<file path="config.mk">
export PLATFORM = sky130hd
export DESIGN_NAME = integer_to_ascii_formatter
export DESIGN_NICKNAME = d
export VERILOG_FILES = /design/src/hdl/ita_pkg.sv /design/src/hdl/ita_dabble.sv /design/src/hdl/ita_emit.sv /design/src/hdl/integer_to_ascii_formatter.sv
export SDC_FILE = /design/constraint.sdc
export NUM_CORES = 1
export LEC_CHECK = 0
export BUFFER_PORTS_ARGS = -buffer_cell sky130_fd_sc_hd__buf_2
export CORE_MARGIN = 3
export CORE_UTILIZATION = 23
export DETAILED_ROUTE_END_ITERATION = 7
export HOLD_SLACK_MARGIN = 0.05
export MAX_ROUTING_LAYER = met4
export SYNTH_ARGS = -nofsm -noshare
export SYNTH_HDL_FRONTEND = slang
export SYNTH_SLANG_ARGS = --single-unit
</file>
<file path="constraint.sdc">
create_clock -name clock -period 15.71 [get_ports clock]
set_clock_uncertainty 0.05 [all_clocks]
set_input_delay 1.571 -clock clock [delete_from_list [all_inputs] [get_ports clock]]
set_output_delay 1.571 -clock clock [all_outputs]
set_load 0.02 [all_outputs]
</file>
<file path="src/hdl/ita_pkg.sv">
// ----------------------------------------------------------------------------
// ita_pkg: shared types and constants of the integer to ASCII formatter
// Word layouts of the request and response channels, digit geometry and the
// character codes used while emitting text.
// ----------------------------------------------------------------------------
package ita_pkg;

   localparam int VALUE_W           = 32;
   localparam int PAD_WIDTH_W       = 5;
   localparam int DIGIT_W           = 4;
   localparam int NUM_DIGITS        = 10;
   localparam int BCD_W             = NUM_DIGITS * DIGIT_W;
   localparam int ND_W              = $clog2(NUM_DIGITS + 1);
   localparam int MAX_WIDTH_DEFAULT = 31;

   localparam logic [7:0] CHAR_ZERO   = 8'h30;
   localparam logic [7:0] CHAR_MINUS  = 8'h2d;
   localparam logic [7:0] CHAR_SPACE  = 8'h20;
   localparam logic [7:0] CHAR_HEX_A  = 8'h61;

   typedef struct packed {
      logic [VALUE_W-1:0]     value;
      logic                   signed_mode;
      logic                   hex_base;
      logic                   zero_pad;
      logic [PAD_WIDTH_W-1:0] pad_width;
   } ita_req_type;

   typedef struct packed {
      logic [7:0] char_code;
      logic       last;
   } ita_rsp_type;

   // Converted number handed from the converter to the emitter
   typedef struct packed {
      logic [BCD_W-1:0] digits;
      logic             neg;
      logic             zero_pad;
   } ita_num_type;

   // Map one digit (0-15) to its lower-case ASCII character
   function automatic logic [7:0] digit_char(input logic [DIGIT_W-1:0] d);
      logic [7:0] c;
      if (d < DIGIT_W'(10)) begin
         c = CHAR_ZERO + 8'(d);
      end else begin
         c = CHAR_HEX_A + 8'(d - DIGIT_W'(10));
      end
      return c;
   endfunction

endpackage

</file>
<file path="src/hdl/ita_dabble.sv">
// ----------------------------------------------------------------------------
// ita_dabble: bit-serial binary to digit converter
// Shifts the magnitude into a BCD register one bit per cycle (double dabble)
// for decimal, or loads the nibbles directly for hexadecimal.
// ----------------------------------------------------------------------------
module ita_dabble import ita_pkg::*; #(
   parameter int WIDTH_W = 5
) (
   input  logic               clock,
   input  logic               reset,
   input  logic               start,
   input  ita_req_type        req,
   input  logic [WIDTH_W-1:0] sat_width,
   output logic               busy,
   output logic               done,
   output ita_num_type        num,
   output logic [WIDTH_W-1:0] width
);

   localparam int CNT_W = $clog2(VALUE_W);

   typedef enum logic [1:0] {
      D_IDLE,
      D_SHIFT,
      D_DONE
   } dab_state_type;

   dab_state_type      state_ff;
   logic [BCD_W-1:0]   bcd_ff;
   logic [VALUE_W-1:0] shift_ff;
   logic [CNT_W-1:0]   count_ff;
   logic               neg_ff;
   logic               zpad_ff;
   logic [WIDTH_W-1:0] width_ff;

   logic [BCD_W-1:0]   bcd_adj;
   logic               neg_in;
   logic [VALUE_W-1:0] mag_in;

   // add three to every digit of five or more before the shift
   always_comb begin
      for (int i = 0; i < NUM_DIGITS; i++) begin
         if (bcd_ff[i*DIGIT_W +: DIGIT_W] >= DIGIT_W'(5)) begin
            bcd_adj[i*DIGIT_W +: DIGIT_W] = bcd_ff[i*DIGIT_W +: DIGIT_W] + DIGIT_W'(3);
         end else begin
            bcd_adj[i*DIGIT_W +: DIGIT_W] = bcd_ff[i*DIGIT_W +: DIGIT_W];
         end
      end
   end

   assign neg_in = req.signed_mode & ~req.hex_base & req.value[VALUE_W-1];
   assign mag_in = neg_in ? (VALUE_W'(0) - req.value) : req.value;

   always_ff @(posedge clock) begin
      if (reset) begin
         state_ff <= D_IDLE;
      end else begin
         case (state_ff)
            D_IDLE: begin
               if (start) begin
                  neg_ff   <= neg_in;
                  zpad_ff  <= req.zero_pad;
                  width_ff <= sat_width;
                  if (req.hex_base) begin
                     bcd_ff   <= {(BCD_W - VALUE_W)'(0), req.value};
                     state_ff <= D_DONE;
                  end else begin
                     bcd_ff   <= '0;
                     shift_ff <= mag_in;
                     count_ff <= CNT_W'(VALUE_W - 1);
                     state_ff <= D_SHIFT;
                  end
               end
            end
            D_SHIFT: begin
               bcd_ff   <= {bcd_adj[BCD_W-2:0], shift_ff[VALUE_W-1]};
               shift_ff <= {shift_ff[VALUE_W-2:0], 1'b0};
               count_ff <= count_ff - CNT_W'(1);
               if (count_ff == '0) begin
                  state_ff <= D_DONE;
               end
            end
            D_DONE: begin
               state_ff <= D_IDLE;
            end
            default: begin
               state_ff <= D_IDLE;
            end
         endcase
      end
   end

   assign busy         = (state_ff != D_IDLE);
   assign done         = (state_ff == D_DONE);
   assign num.digits   = bcd_ff;
   assign num.neg      = neg_ff;
   assign num.zero_pad = zpad_ff;
   assign width        = width_ff;

endmodule

</file>
<file path="src/hdl/ita_emit.sv">
// ----------------------------------------------------------------------------
// ita_emit: character sequencer
// Drops leading zero digits, then emits the sign and zero padding, or space padding and
// the sign, then the digits, one character per word through a registered output stage.
// ----------------------------------------------------------------------------
module ita_emit import ita_pkg::*; #(
   parameter int WIDTH_W = 5
) (
   input  logic               clock,
   input  logic               reset,
   input  logic               start,
   input  ita_num_type        num,
   input  logic [WIDTH_W-1:0] width,
   output logic               busy,
   output logic               rsp_valid,
   input  logic               rsp_stall,
   output ita_rsp_type        rsp_payload
);

   typedef enum logic [2:0] {
      E_IDLE,
      E_SKIP,
      E_SIGN_Z,
      E_PAD,
      E_SIGN_S,
      E_DIGIT
   } emit_state_type;

   emit_state_type     state_ff;
   logic [BCD_W-1:0]   dig_ff;
   logic [ND_W-1:0]    nd_ff;
   logic               neg_ff;
   logic               zpad_ff;
   logic [WIDTH_W-1:0] width_ff;
   logic [WIDTH_W-1:0] pad_ff;
   logic               rsp_valid_ff;
   ita_rsp_type        rsp_data_ff;

   logic               can_load;
   logic               char_load;
   logic [ND_W-1:0]    len;
   logic [WIDTH_W-1:0] pad_in;
   logic [DIGIT_W-1:0] top_digit;

   assign can_load  = ~rsp_valid_ff | ~rsp_stall;
   assign top_digit = dig_ff[BCD_W-1 -: DIGIT_W];
   assign len       = nd_ff + ND_W'(neg_ff);
   assign pad_in    = (width_ff > WIDTH_W'(len)) ? (width_ff - WIDTH_W'(len)) : '0;

   // a character enters the output register this cycle
   always_comb begin
      case (state_ff)
         E_SIGN_Z, E_SIGN_S: begin
            char_load = can_load & neg_ff;
         end
         E_PAD: begin
            char_load = can_load & (pad_ff != '0);
         end
         E_DIGIT: begin
            char_load = can_load;
         end
         default: begin
            char_load = 1'b0;
         end
      endcase
   end

   always_ff @(posedge clock) begin
      if (reset) begin
         state_ff     <= E_IDLE;
         rsp_valid_ff <= 1'b0;
      end else begin
         // raise valid on a load, drop the word once taken
         if (char_load) begin
            rsp_valid_ff <= 1'b1;
         end else if (rsp_valid_ff && !rsp_stall) begin
            rsp_valid_ff <= 1'b0;
         end
         case (state_ff)
            E_IDLE: begin
               if (start) begin
                  dig_ff   <= num.digits;
                  nd_ff    <= ND_W'(NUM_DIGITS);
                  neg_ff   <= num.neg;
                  zpad_ff  <= num.zero_pad;
                  width_ff <= width;
                  state_ff <= E_SKIP;
               end
            end
            E_SKIP: begin
               if (top_digit == '0 && nd_ff > ND_W'(1)) begin
                  dig_ff <= {dig_ff[BCD_W-DIGIT_W-1:0], DIGIT_W'(0)};
                  nd_ff  <= nd_ff - ND_W'(1);
               end else begin
                  pad_ff   <= pad_in;
                  state_ff <= zpad_ff ? E_SIGN_Z : E_PAD;
               end
            end
            E_SIGN_Z: begin
               if (!neg_ff) begin
                  state_ff <= E_PAD;
               end else if (can_load) begin
                  rsp_data_ff.char_code <= CHAR_MINUS;
                  rsp_data_ff.last      <= 1'b0;
                  state_ff              <= E_PAD;
               end
            end
            E_PAD: begin
               if (pad_ff == '0) begin
                  state_ff <= zpad_ff ? E_DIGIT : E_SIGN_S;
               end else if (can_load) begin
                  rsp_data_ff.char_code <= zpad_ff ? CHAR_ZERO : CHAR_SPACE;
                  rsp_data_ff.last      <= 1'b0;
                  pad_ff                <= pad_ff - WIDTH_W'(1);
               end
            end
            E_SIGN_S: begin
               if (!neg_ff) begin
                  state_ff <= E_DIGIT;
               end else if (can_load) begin
                  rsp_data_ff.char_code <= CHAR_MINUS;
                  rsp_data_ff.last      <= 1'b0;
                  state_ff              <= E_DIGIT;
               end
            end
            E_DIGIT: begin
               if (can_load) begin
                  rsp_data_ff.char_code <= digit_char(top_digit);
                  rsp_data_ff.last      <= (nd_ff == ND_W'(1));
                  dig_ff                <= {dig_ff[BCD_W-DIGIT_W-1:0], DIGIT_W'(0)};
                  nd_ff                 <= nd_ff - ND_W'(1);
                  if (nd_ff == ND_W'(1)) begin
                     state_ff <= E_IDLE;
                  end
               end
            end
            default: begin
               state_ff <= E_IDLE;
            end
         endcase
      end
   end

   assign busy        = (state_ff != E_IDLE);
   assign rsp_valid   = rsp_valid_ff;
   assign rsp_payload = rsp_data_ff;

endmodule

</file>
<file path="src/hdl/integer_to_ascii_formatter.sv">
// Decimal: the serial converter shifts in every bit of the magnitude, then the sequencer
//   drops leading zero digits before the first character is emitted; hex loads its nibbles directly.
// A new word is taken the cycle after the last character loads; the serial converter and
//   one character a cycle while the response does not stall set the pace, plus response stalls.
// Reset: synchronous, active high; clears both sequencers and the output valid.
// ----------------------------------------------------------------------------
// integer_to_ascii_formatter: 32-bit integer to ASCII text
// Converts an operand to signed or unsigned decimal or lower-case hex and
// emits its characters most significant first, one per response word, with
// space or zero padding up to a minimum width.
// ----------------------------------------------------------------------------
module integer_to_ascii_formatter import ita_pkg::*; #(
   parameter int MAX_WIDTH = MAX_WIDTH_DEFAULT
) (
   input  logic        clock,
   input  logic        reset,
   input  logic        req_valid,
   output logic        req_stall,
   input  ita_req_type req_payload,
   output logic        rsp_valid,
   input  logic        rsp_stall,
   output ita_rsp_type rsp_payload
);

   // width of the saturated minimum-width count
   localparam int WIDTH_W = $clog2(MAX_WIDTH + 1);
   // compare domain wide enough for both the field and the limit
   localparam int CMP_W   = (WIDTH_W > PAD_WIDTH_W) ? WIDTH_W : PAD_WIDTH_W;

   logic               req_accept;
   logic [WIDTH_W-1:0] sat_width;
   logic               dab_busy;
   logic               dab_done;
   ita_num_type        dab_num;
   logic [WIDTH_W-1:0] dab_width;
   logic               emit_busy;

   // Hold off new words while a conversion or its text is in flight. The
   // last character may still wait in the output register; the next word is
   // taken anyway since the converter runs independently of the output.
   assign req_stall  = dab_busy | emit_busy;
   assign req_accept = req_valid & ~req_stall;

   // Saturate the minimum width at the limit
   assign sat_width = (CMP_W'(req_payload.pad_width) > CMP_W'(MAX_WIDTH)) ?
                      WIDTH_W'(MAX_WIDTH) : WIDTH_W'(req_payload.pad_width);

   // Serial binary to digit conversion, one bit per cycle for decimal; hex loads directly
   ita_dabble #(
      .WIDTH_W (WIDTH_W)
   ) u_dabble (
      .clock     (clock),
      .reset     (reset),
      .start     (req_accept),
      .req       (req_payload),
      .sat_width (sat_width),
      .busy      (dab_busy),
      .done      (dab_done),
      .num       (dab_num),
      .width     (dab_width)
   );

   // Character sequencer: strip leading zeros, sign and padding in either order, digits
   ita_emit #(
      .WIDTH_W (WIDTH_W)
   ) u_emit (
      .clock       (clock),
      .reset       (reset),
      .start       (dab_done),
      .num         (dab_num),
      .width       (dab_width),
      .busy        (emit_busy),
      .rsp_valid   (rsp_valid),
      .rsp_stall   (rsp_stall),
      .rsp_payload (rsp_payload)
   );

endmodule
</file>
# Yosys cells after proc, flatten, opt, wreduce, memory -nomap -nowiden
# Cells that the tools add are included.
[op_classes]
n_addsub = 19
n_lt_le_gt_ge = 14
n_eq_ne = 23
n_mux = 60
bitwise = 12
reduce_logical = 26
[op_table]
columns = ["cell", "count"]
rows = [
  ["40-bit 2-to-1 mux", 4],
  ["32-bit 2-to-1 mux", 4],
  ["40-bit one-hot mux with 3 select lines", 1],
  ["40-bit one-hot mux with 2 select lines", 1],
  ["32-bit one-hot mux with 2 select lines", 1],
  ["4-bit 2-to-1 mux", 12],
  ["9-bit 2-to-1 mux", 5],
  ["4-bit by 3-bit greater-or-equal comparator with 1-bit output, second input constant", 10],
  ["4-bit by 2-bit adder with 4-bit output, second input constant", 9],
  ["5-bit 2-to-1 mux", 7],
  ["1-bit by 32-bit subtractor with 32-bit output, first input constant", 1],
  ["3-bit 2-to-1 mux", 10],
  ["9-bit one-hot mux with 3 select lines", 1],
  ["5-bit one-hot mux with 2 select lines", 2],
  ["3-bit one-hot mux with 6 select lines", 1],
  ["2-bit by 1-bit != test with 1-bit output, second input constant", 8],
  ["7-bit AND reduction", 2],
  ["4-bit one-hot mux with 3 select lines", 1],
  ["5-bit logical NOT", 2],
  ["2-bit != test, second input constant", 5],
  ["5-bit AND reduction", 2],
  ["5-bit by 1-bit subtractor with 5-bit output, second input constant", 2],
  ["3-bit AND reduction", 3],
  ["3-bit nonzero test", 3],
  ["other kinds (36)", 57],
]
[word_totals]
reg_bits = 155
out_inout_bits = 11

# Logic depth before layout (Yosys ltp)
# Gate-level depths: netlist of the first run.
[depth]
ltp_word = 7
depth_mapped = 9

# Modules after synthesis
# From an unflattened synthesis of the first run, not the netlist that was laid out.
[hier_totals]
hier_cells = 859
hier_area_um2 = 8678.3
[by_module_without_submodules]
columns = ["module", "instances", "cells_per_inst", "area_per_inst_um2", "seq_area_each_um2"]
rows = [
  ["ita_dabble", 1, 521, 5118.7, 2562.5],
  ["ita_emit", 1, 331, 3527.1, 2031.9],
  ["integer_to_ascii_formatter", 1, 7, 32.5, 0.0],
]

# Least setup slack after synthesis of the first run
# No wires, ideal clock.
[synth_timing]
kind = "in2reg"
from = "input port rsp_stall"
to = "register u_emit.dig_ff[0], enable pin"
setup_ps = 573
arrival_ps = 6525
setup_slack_ps = 8562
cell_stages = 3
path_cell_list = "and4_1 > a31oi_1 > nor4b_1"
[synth_via]
elab_chain_len = 4
[synth_rtl]
columns = ["element", "line", "source"]
rows = [
  ["from (decl)", "integer_to_ascii_formatter.sv:21", "input logic rsp_stall,"],
  ["1-bit inverter", "ita_emit.sv:45", "assign can_load = ~rsp_valid_ff | ~rsp_stall;"],
  ["1-bit bitwise OR", "ita_emit.sv:45", ""],
  ["2-bit by 1-bit != test with 1-bit output (no source line)", "-", ""],
  ["5-bit AND reduction (no source line)", "-", ""],
  ["to (signal assigned)", "ita_emit.sv:82", "dig_ff <= num.digits;"],
  ["to (signal assigned)", "ita_emit.sv:92", "dig_ff <= {dig_ff[BCD_W-DIGIT_W-1:0], DIGIT_W'(0)};"],
  ["to (signal assigned)", "ita_emit.sv:130", "dig_ff <= {dig_ff[BCD_W-DIGIT_W-1:0], DIGIT_W'(0)};"],
  ["to (decl)", "ita_emit.sv:30", "logic [BCD_W-1:0] dig_ff;"],
]
# No other way between the ends.
# A chain may end at the register's enable or synchronous reset.

# Worst setup path after layout of the first run
[layout_timing]
from = "register u_emit.state_ff[1]"
to = "output port req_stall"
[layout_via]
elab_chain_len = 2
[layout_rtl]
columns = ["element", "line", "source"]
rows = [
  ["from (decl)", "ita_emit.sv:29", "emit_state_type state_ff;"],
  ["from (signal assigned)", "ita_emit.sv:96", "state_ff <= zpad_ff ? E_SIGN_Z : E_PAD;"],
  ["from (signal assigned)", "ita_emit.sv:110", "state_ff <= zpad_ff ? E_DIGIT : E_SIGN_S;"],
  ["3-bit nonzero test", "ita_emit.sv:144", "assign busy = (state_ff != E_IDLE);"],
  ["1-bit bitwise OR", "integer_to_ascii_formatter.sv:41", "assign req_stall = dab_busy | emit_busy;"],
  ["to (decl)", "integer_to_ascii_formatter.sv:18", "output logic req_stall,"],
]
# No other way between the ends.

==> flow_metrics.env, run 1 <==
export IMPL_synth_ff_latch_count=155
export IMPL_hpwl_microns=12600
export IMPL_crit_type="flip-flop to output port"
export IMPL_synth_edf_count=149
export IMPL_nets=946
export IMPL_start_util=0.235
export IMPL_p_leak_nw=3.46
export IMPL_slew_headroom=0.223
export IMPL_ctsResizeCount=0
export IMPL_portBuffers=54
export IMPL_cts_buffer_depth=2
export IMPL_dieHeight_microns=198
export IMPL_htreeDepth=4
export IMPL_worst_pin_slew_ns=1.16
export IMPL_synth_top_area_cell="edfxtp_1"
export IMPL_vias_per_cell=4.47
export IMPL_max_freq_mhz=275
export IMPL_cts_made_buffers=17
export IMPL_drv_cap=0
export IMPL_coreArea_sq_um=35900
export IMPL_syn_nets=915
export IMPL_yosys_area_top_type_share=0.530
export IMPL_vdd_drop_max_mv=0.0785
export IMPL_synthArstFlopShare=0
export IMPL_num_rows=69
export IMPL_arrival_ns=2.01
export IMPL_rsz0062_at_grt="no"
export IMPL_synthCells=833
export IMPL_drv_slew=0
export IMPL_grt_ovfl_total=0
export IMPL_hold_violations=0
export IMPL_status="finished, final reports clean"
export IMPL_layout_cells_most_common="edfxtp_1"
export IMPL_placedCellCount=1306
export IMPL_pre_cts_slack_ns=11.67
export IMPL_grt_max_degree=82
export IMPL_gp_congestion=0.827
export IMPL_drc=0
export IMPL_crit_fanout=18
export IMPL_setup_tns_ns=0
export IMPL_path_clk_slew_ns=0.06
export IMPL_end_kind="output port"
export IMPL_ios=55
export IMPL_antenna_found_initial=1
export IMPL_p_total_mw=1.36
export IMPL_synthFlopType="edfxtp_1"
export IMPL_power_density_nw_per_um2=139
export IMPL_via_count=5979
export IMPL_clkLatencyLatePin_ns=0.42
export IMPL_wl_per_cell_microns=13.4
export IMPL_period_minus_slack_ns=3.63
export IMPL_root_buffer="clkbuf_16"
export IMPL_setup_viol=0
export IMPL_clock_sinks=155
export IMPL_hp_class="flip-flop to flip-flop"
export IMPL_synth_area_sq_um=8440
export IMPL_first_pass_iters=5
export IMPL_cp_required_ns=14.09
export IMPL_ys_top_cells_by_area="edfxtp_1 53%, ha_1 5.5%, o21ai_0 5.3%"
export IMPL_synth_area_per_cell_sq_um=10.1
export IMPL_ant_nets=0
export IMPL_drtIter0Drc=382
export IMPL_grt_usage=0.0962
export IMPL_die_area_sq_um=39000
export IMPL_synth_warnings=0
export IMPL_layout_common_cells="149 x edfxtp_1, 119 x nand2_1, 90 x o21ai_0"
export IMPL_dpl_cell_area_sq_um=9200
export IMPL_stdcell_area_sq_um=9780
export IMPL_yosysUniqueCellTypes=47
export IMPL_critPathLaunchType="flip-flop"
export IMPL_stdcell_count=1339
export IMPL_postCtsSetupBuffers=0
export IMPL_yosysSeqAreaShare=0.544
export IMPL_drive_gt1_frac=0.107
export IMPL_tritoncts="built"
export IMPL_grt_pass1_wl_microns=29100
export IMPL_die_w_microns=198
export IMPL_first_global_vias=5662
export IMPL_area_delta_synth_final_pct=15.9
export IMPL_holdBufCountCts=0
export IMPL_finalWirelength_microns=17900
export IMPL_worst_slack_ns=12.08
export IMPL_min_period_over_period=0.231
## synthesized netlist by cell type, drive strengths merged (2+ instances only)
cell and count:
nor2 51, o22ai 6, ha 37, o31ai 9, o311ai 2, a21oi 54, nor4b 4, nand2b 16
nand3b 4, nor3b 9, or4 3, edfxtp 149, o21ai 90, and4b 2, xnor2 42, xor2 22
mux2i 2, buf 5, dfxtp 6, a31oi 15, a41oi 4, and3 2, clkbuf 43, nor2b 3
nand3 39, a21o 2, nor4 4, o41ai 2, nor3 16, and2 7, nand2 119, inv 49
or3 4
## registers in the layout (all words and copies together) (netlist names)
name                flops
u_emit.state_ff         3
u_emit.dig_ff          40
u_dabble.count_ff       5
u_emit.nd_ff            4
u_dabble.width          5
u_emit.zpad_ff          1
u_dabble.state_ff       2
u_dabble.neg_ff         1
u_dabble.bcd_ff        40
u_dabble.zpad_ff        1
u_emit.pad_ff           5
u_emit.rsp_valid        1
u_emit.neg_ff           1
u_emit.rsp_payload      9
u_emit.width_ff         5
u_dabble.shift_ff      32
## stage by stage
stage                     utilization  hold slack [ns]
after CTS                       0.272            0.369
after global routing            0.272            0.374
final                           0.272            0.368
after detailed placement        0.256            0.355
after global placement          0.256            0.353
after floorplan                     -            0.350
## critical path: stages, from the launching register on
cell and delay, ns:
dfxtp_1 0.51, or3_1 0.46, nor3_1 0.37, inv_1 0.08, buf_2 0.17
## path summary, 6_finish.rpt
check	start	to	slack [ns]	cells after the start
worst max register to register	u_emit.neg_ff$_DFFE_PP_	u_emit.pad_ff[3]$_DFFE_PP_	12.62	8
worst min-delay path	u_dabble.width[1]$_SDFFCE_PN1P_	u_emit.width_ff[1]$_DFFE_PP_	0.37	0
worst min register to register	u_dabble.width[1]$_SDFFCE_PN1P_	u_emit.width_ff[1]$_DFFE_PP_	0.37	0
worst max-delay path	u_emit.state_ff[1]$_SDFFE_PP0P_	req_stall	12.08	4
## layout make-up
| cell class | instances | area [sq um] |
|---|---|---|
| fill | 3807 | 26100 |
| sequential | 155 | 4590 |
| multi-input combinational | 581 | 3530 |
| tap | 461 | 577 |
| clock buffer | 20 | 437 |
| timing repair buffer | 60 | 315 |
| inverter | 49 | 184 |
| clock inverter | 12 | 145 |
| antenna | 1 | 2.50 |
## kinds of logic (layout without fill, tap and decap cells)
family	after synthesis	count (layout)	synth area share
and+or+nand+nor	286	286	0.160
AOI/OAI and AO/OA	190	190	0.126
DFF	155	155	0.544
buffers and inverters	97	141	0.0434
xor gates and xnor gates	64	64	0.0664
adders and majority gates	38	38	0.0572
muxes	2	2	0.00237
other	1	2	0.000444
## where the power goes
part,total (mW),internal (mW),switching [mW]
Clock,0.414,0.249,0.165
Combinational,0.338,0.118,0.220
Sequential,0.605,0.562,0.0435
## layer usage
layer | GRT usage | share of wire | vias to the layer above
met4 | 0.0252 | 0.010 | 0
met1 | 0.136 | 0.50 | 2791
met2 | 0.137 | 0.42 | 149
met5 | - | 0 | -
met3 | 0.0251 | 0.066 | 17
li1 | - | - | 3022
(Power assumes the default switching activity.)
==> run 2, diff against run 1 <==
--- a/config.mk
+++ b/config.mk
@@ -5,6 +5,7 @@
 export SDC_FILE = /design/constraint.sdc
 export NUM_CORES = 1
 export LEC_CHECK = 0
+export ABC_AREA = 1
 export BUFFER_PORTS_ARGS = -buffer_cell sky130_fd_sc_hd__buf_2
 export CORE_MARGIN = 3
 export CORE_UTILIZATION = 23
==> constraint.sdc (replaced) <==
create_clock -name clock -period 3.6 [get_ports clock]
set_clock_uncertainty 0.05 [all_clocks]
set_input_delay 0.36 -clock clock [delete_from_list [all_inputs] [get_ports clock]]
set_output_delay 0.36 -clock clock [all_outputs]
set_load 0.02 [all_outputs]
==> flow_metrics.env, run 2 <==
export IMPL_seq_power_share=0.416
export IMPL_portBuffers=54
export IMPL_end_kind="flip-flop"
export IMPL_pre_cts_slack_ns=1.09
export IMPL_die_area_sq_um=40800
export IMPL_p_sw_frac=0.351
export IMPL_vias_per_cell=4.38
export IMPL_yosysSeqAreaShare=0.520
export IMPL_layout_common_cells="227 x nand2_1, 149 x edfxtp_1, 126 x o21ai_0"
export IMPL_wl_met3_microns=1200
export IMPL_synth_most_common_cell="nand2_1"
export IMPL_hpwl_microns=14700
export IMPL_power_density_nw_per_um2=637
export IMPL_critPathBufInv=0
export IMPL_grt_ovfl_total=0
export IMPL_grt_usage=0.105
export IMPL_top_layer_used="met4"
export IMPL_nets=1123
export IMPL_crit_fanout=5
export IMPL_root_buffer="clkbuf_16"
export IMPL_worstPathCellList="ha_1, ha_1, xnor2_1, ha_1, a21oi_1, o21ai_0, nand2_1, nand2_1, nand2_1, nand2_1, nand3b_1, nand2_1"
export IMPL_dieHeight_microns=202
export IMPL_cts_made_buffers=17
export IMPL_drc=0
export IMPL_synthArstFlopShare=0
export IMPL_tritoncts="built"
export IMPL_ctsResizeCount=0
export IMPL_first_global_vias=6606
export IMPL_hold_violations=0
export IMPL_clkLatencyLatePin_ns=0.45
export IMPL_synthCells=985
export IMPL_antenna_cells=0
export IMPL_ios=55
export IMPL_cts_buffer_depth=2
export IMPL_intPower_mw=4.29
export IMPL_holdBufCountCts=6
export IMPL_synth_edf_count=149
export IMPL_synth_area_per_cell_sq_um=8.98
export IMPL_comb_power_share=0.290
export IMPL_vdd_drop_max_mv=0.369
export IMPL_critPathSlowestCell="edfxtp_1"
export IMPL_p_switching_mw=2.32
export IMPL_yosysUniqueCellTypes=46
export IMPL_cp_required_ns=3.74
export IMPL_yosys_area_top_type_share=0.506
export IMPL_critPathLaunchType="flip-flop"
export IMPL_via_count=6848
export IMPL_grt_pass1_wl_microns=33600
export IMPL_gp_congestion=0.851
export IMPL_clock_sinks=155
export IMPL_synthFlopType="edfxtp_1"
export IMPL_path_clk_slew_ns=0.07
export IMPL_p_leak_nw=4.15
export IMPL_drive_gt1_frac=0.136
export IMPL_drtIter0Drc=504
export IMPL_synth_ff_latch_count=155
export IMPL_reg2reg_setup_slack_ns=1.11
export IMPL_synth_warnings=0
export IMPL_crit_type="flip-flop to flip-flop"
export IMPL_cpPeakStageDelay_ns=0.50
export IMPL_rsz0062_at_grt="no"
export IMPL_drv_slew=0
export IMPL_finalWirelength_microns=20300
export IMPL_grt_max_degree=78
export IMPL_wirelength_met1_microns=9570
export IMPL_status="finished, final reports clean"
export IMPL_layout_cells_most_common="nand2_1"
export IMPL_crit_family="adder cells"
export IMPL_coreArea_sq_um=37800
export IMPL_ys_top_cells_by_count="227 x nand2_1, 149 x edfxtp_1, 126 x o21ai_0, 115 x inv_1, 73 x nand3_1"
export IMPL_worst_slack_ns=1.11
export IMPL_postCtsSetupBuffers=0
export IMPL_ys_top_cells_by_area="edfxtp_1 51%, nand2_1 9.6%, o21ai_0 7.1%"
export IMPL_start_util=0.234
export IMPL_htreeDepth=4
export IMPL_first_pass_iters=5
export IMPL_met2WireLength_microns=9170
export IMPL_crit_top_cell="nand2_1"
export IMPL_antenna_found_initial=0
export IMPL_arrival_ns=2.63
export IMPL_area_delta_synth_final_pct=17.3
export IMPL_syn_nets=1067
export IMPL_hp_class="input pin to flip-flop"
export IMPL_setup_viol=0
export IMPL_biggestRegsByFlops="u_dabble.bcd_ff (40), u_emit.dig_ff (40), u_dabble.shift_ff (32)"
export IMPL_num_rows=71
export IMPL_period_minus_slack_ns=2.49
export IMPL_max_freq_mhz=402
export IMPL_min_period_over_period=0.691
export IMPL_wl_per_cell_microns=13.0
export IMPL_synth_area_sq_um=8840
export IMPL_die_w_microns=202
export IMPL_drv_cap=0
export IMPL_worst_pin_slew_ns=0.967
export IMPL_clkPwrFrac=0.294
export IMPL_ant_nets=0
export IMPL_p_total_mw=6.61
export IMPL_slew_headroom=0.350
export IMPL_setup_tns_ns=0
export IMPL_synth_top_area_cell="edfxtp_1"
[run 2: cell count changes after synthesis, moves of 18 or more]
cell	previous run	this run
a21oi_1	54	36
clkbuf_1	43	14
inv_1	49	115
nand2_1	119	227
nand3_1	39	73
o21ai_0	90	126
xnor2_1	42	3
[run 2: cell families after synthesis]
kind of cell / share of synthesized area
buffers and inverters: 0.0707
adder cells (fa/ha/maj): 0.0546
flip-flops: 0.520
other: 0.000424
AND/OR/NAND/NOR: 0.217
XOR/XNOR: 0.0188
AO/OA/AOI/OAI: 0.119
[run 2: layout make-up]
cell class / count / area [sq um]
clock buffers: 17 / 425
inverters: 125 / 477
fillers: 4010 / 27400
flip-flops and latches: 155 / 4590
well taps: 511 / 639
clock inverters: 14 / 200
multi-input cells: 675 / 3660
repair buffers: 67 / 383
[run 2: final timing paths]
path / end / startpoint / cells past startpoint
max reg2reg: u_emit.pad_ff[3]$_DFFE_PP_ / u_emit.neg_ff$_DFFE_PP_ / 12
max: u_emit.pad_ff[3]$_DFFE_PP_ / u_emit.neg_ff$_DFFE_PP_ / 12
min: u_dabble.state_ff[1]$_SDFFE_PP0P_ / req_valid / 3
min reg2reg: u_emit.width_ff[3]$_DFFE_PP_ / u_dabble.width[3]$_SDFFCE_PN1P_ / 0
[run 2: per-stage QoR]
step,std cells,hold slack [ns],util,area [sq um]
2_1_floorplan,985,0.350,-,8850
4_1_cts,1564,0.210,0.275,10400
3_5_place_dp,1527,0.355,0.257,9690
3_3_place_gp,1527,0.354,0.257,9690
6_report,1564,0.221,0.275,10400
5_1_grt,1564,0.219,0.275,10400
[run 2: tightest hold or removal path, stage by stage]
cell	delay (ns)
buf_2	0.11
nand3_1	0.12
a21oi_1	0.08
[run 2: routing by layer]
layer | vias up | global-route usage
li1 | 3455 | -
met1 | 3169 | 0.138
met2 | 197 | 0.162
met3 | 27 | 0.0230
met4 | 0 | 0.0336
met5 | - | -
[run 2: power by group through the flow]
| stage | Sequential, mW | Clock, mW | Combinational (mW) |
|---|---|---|---|
| 4_1_cts | 2.76 | 1.99 | 1.94 |
| 2_1_floorplan | 2.79 | 0 | 1.41 |
| 3_5_place_dp | 2.79 | 0 | 1.93 |
| 3_3_place_gp | 2.78 | 0 | 1.88 |
| 6_report | 2.75 | 1.94 | 1.92 |
| 5_1_grt | 2.80 | 2.06 | 2.21 |
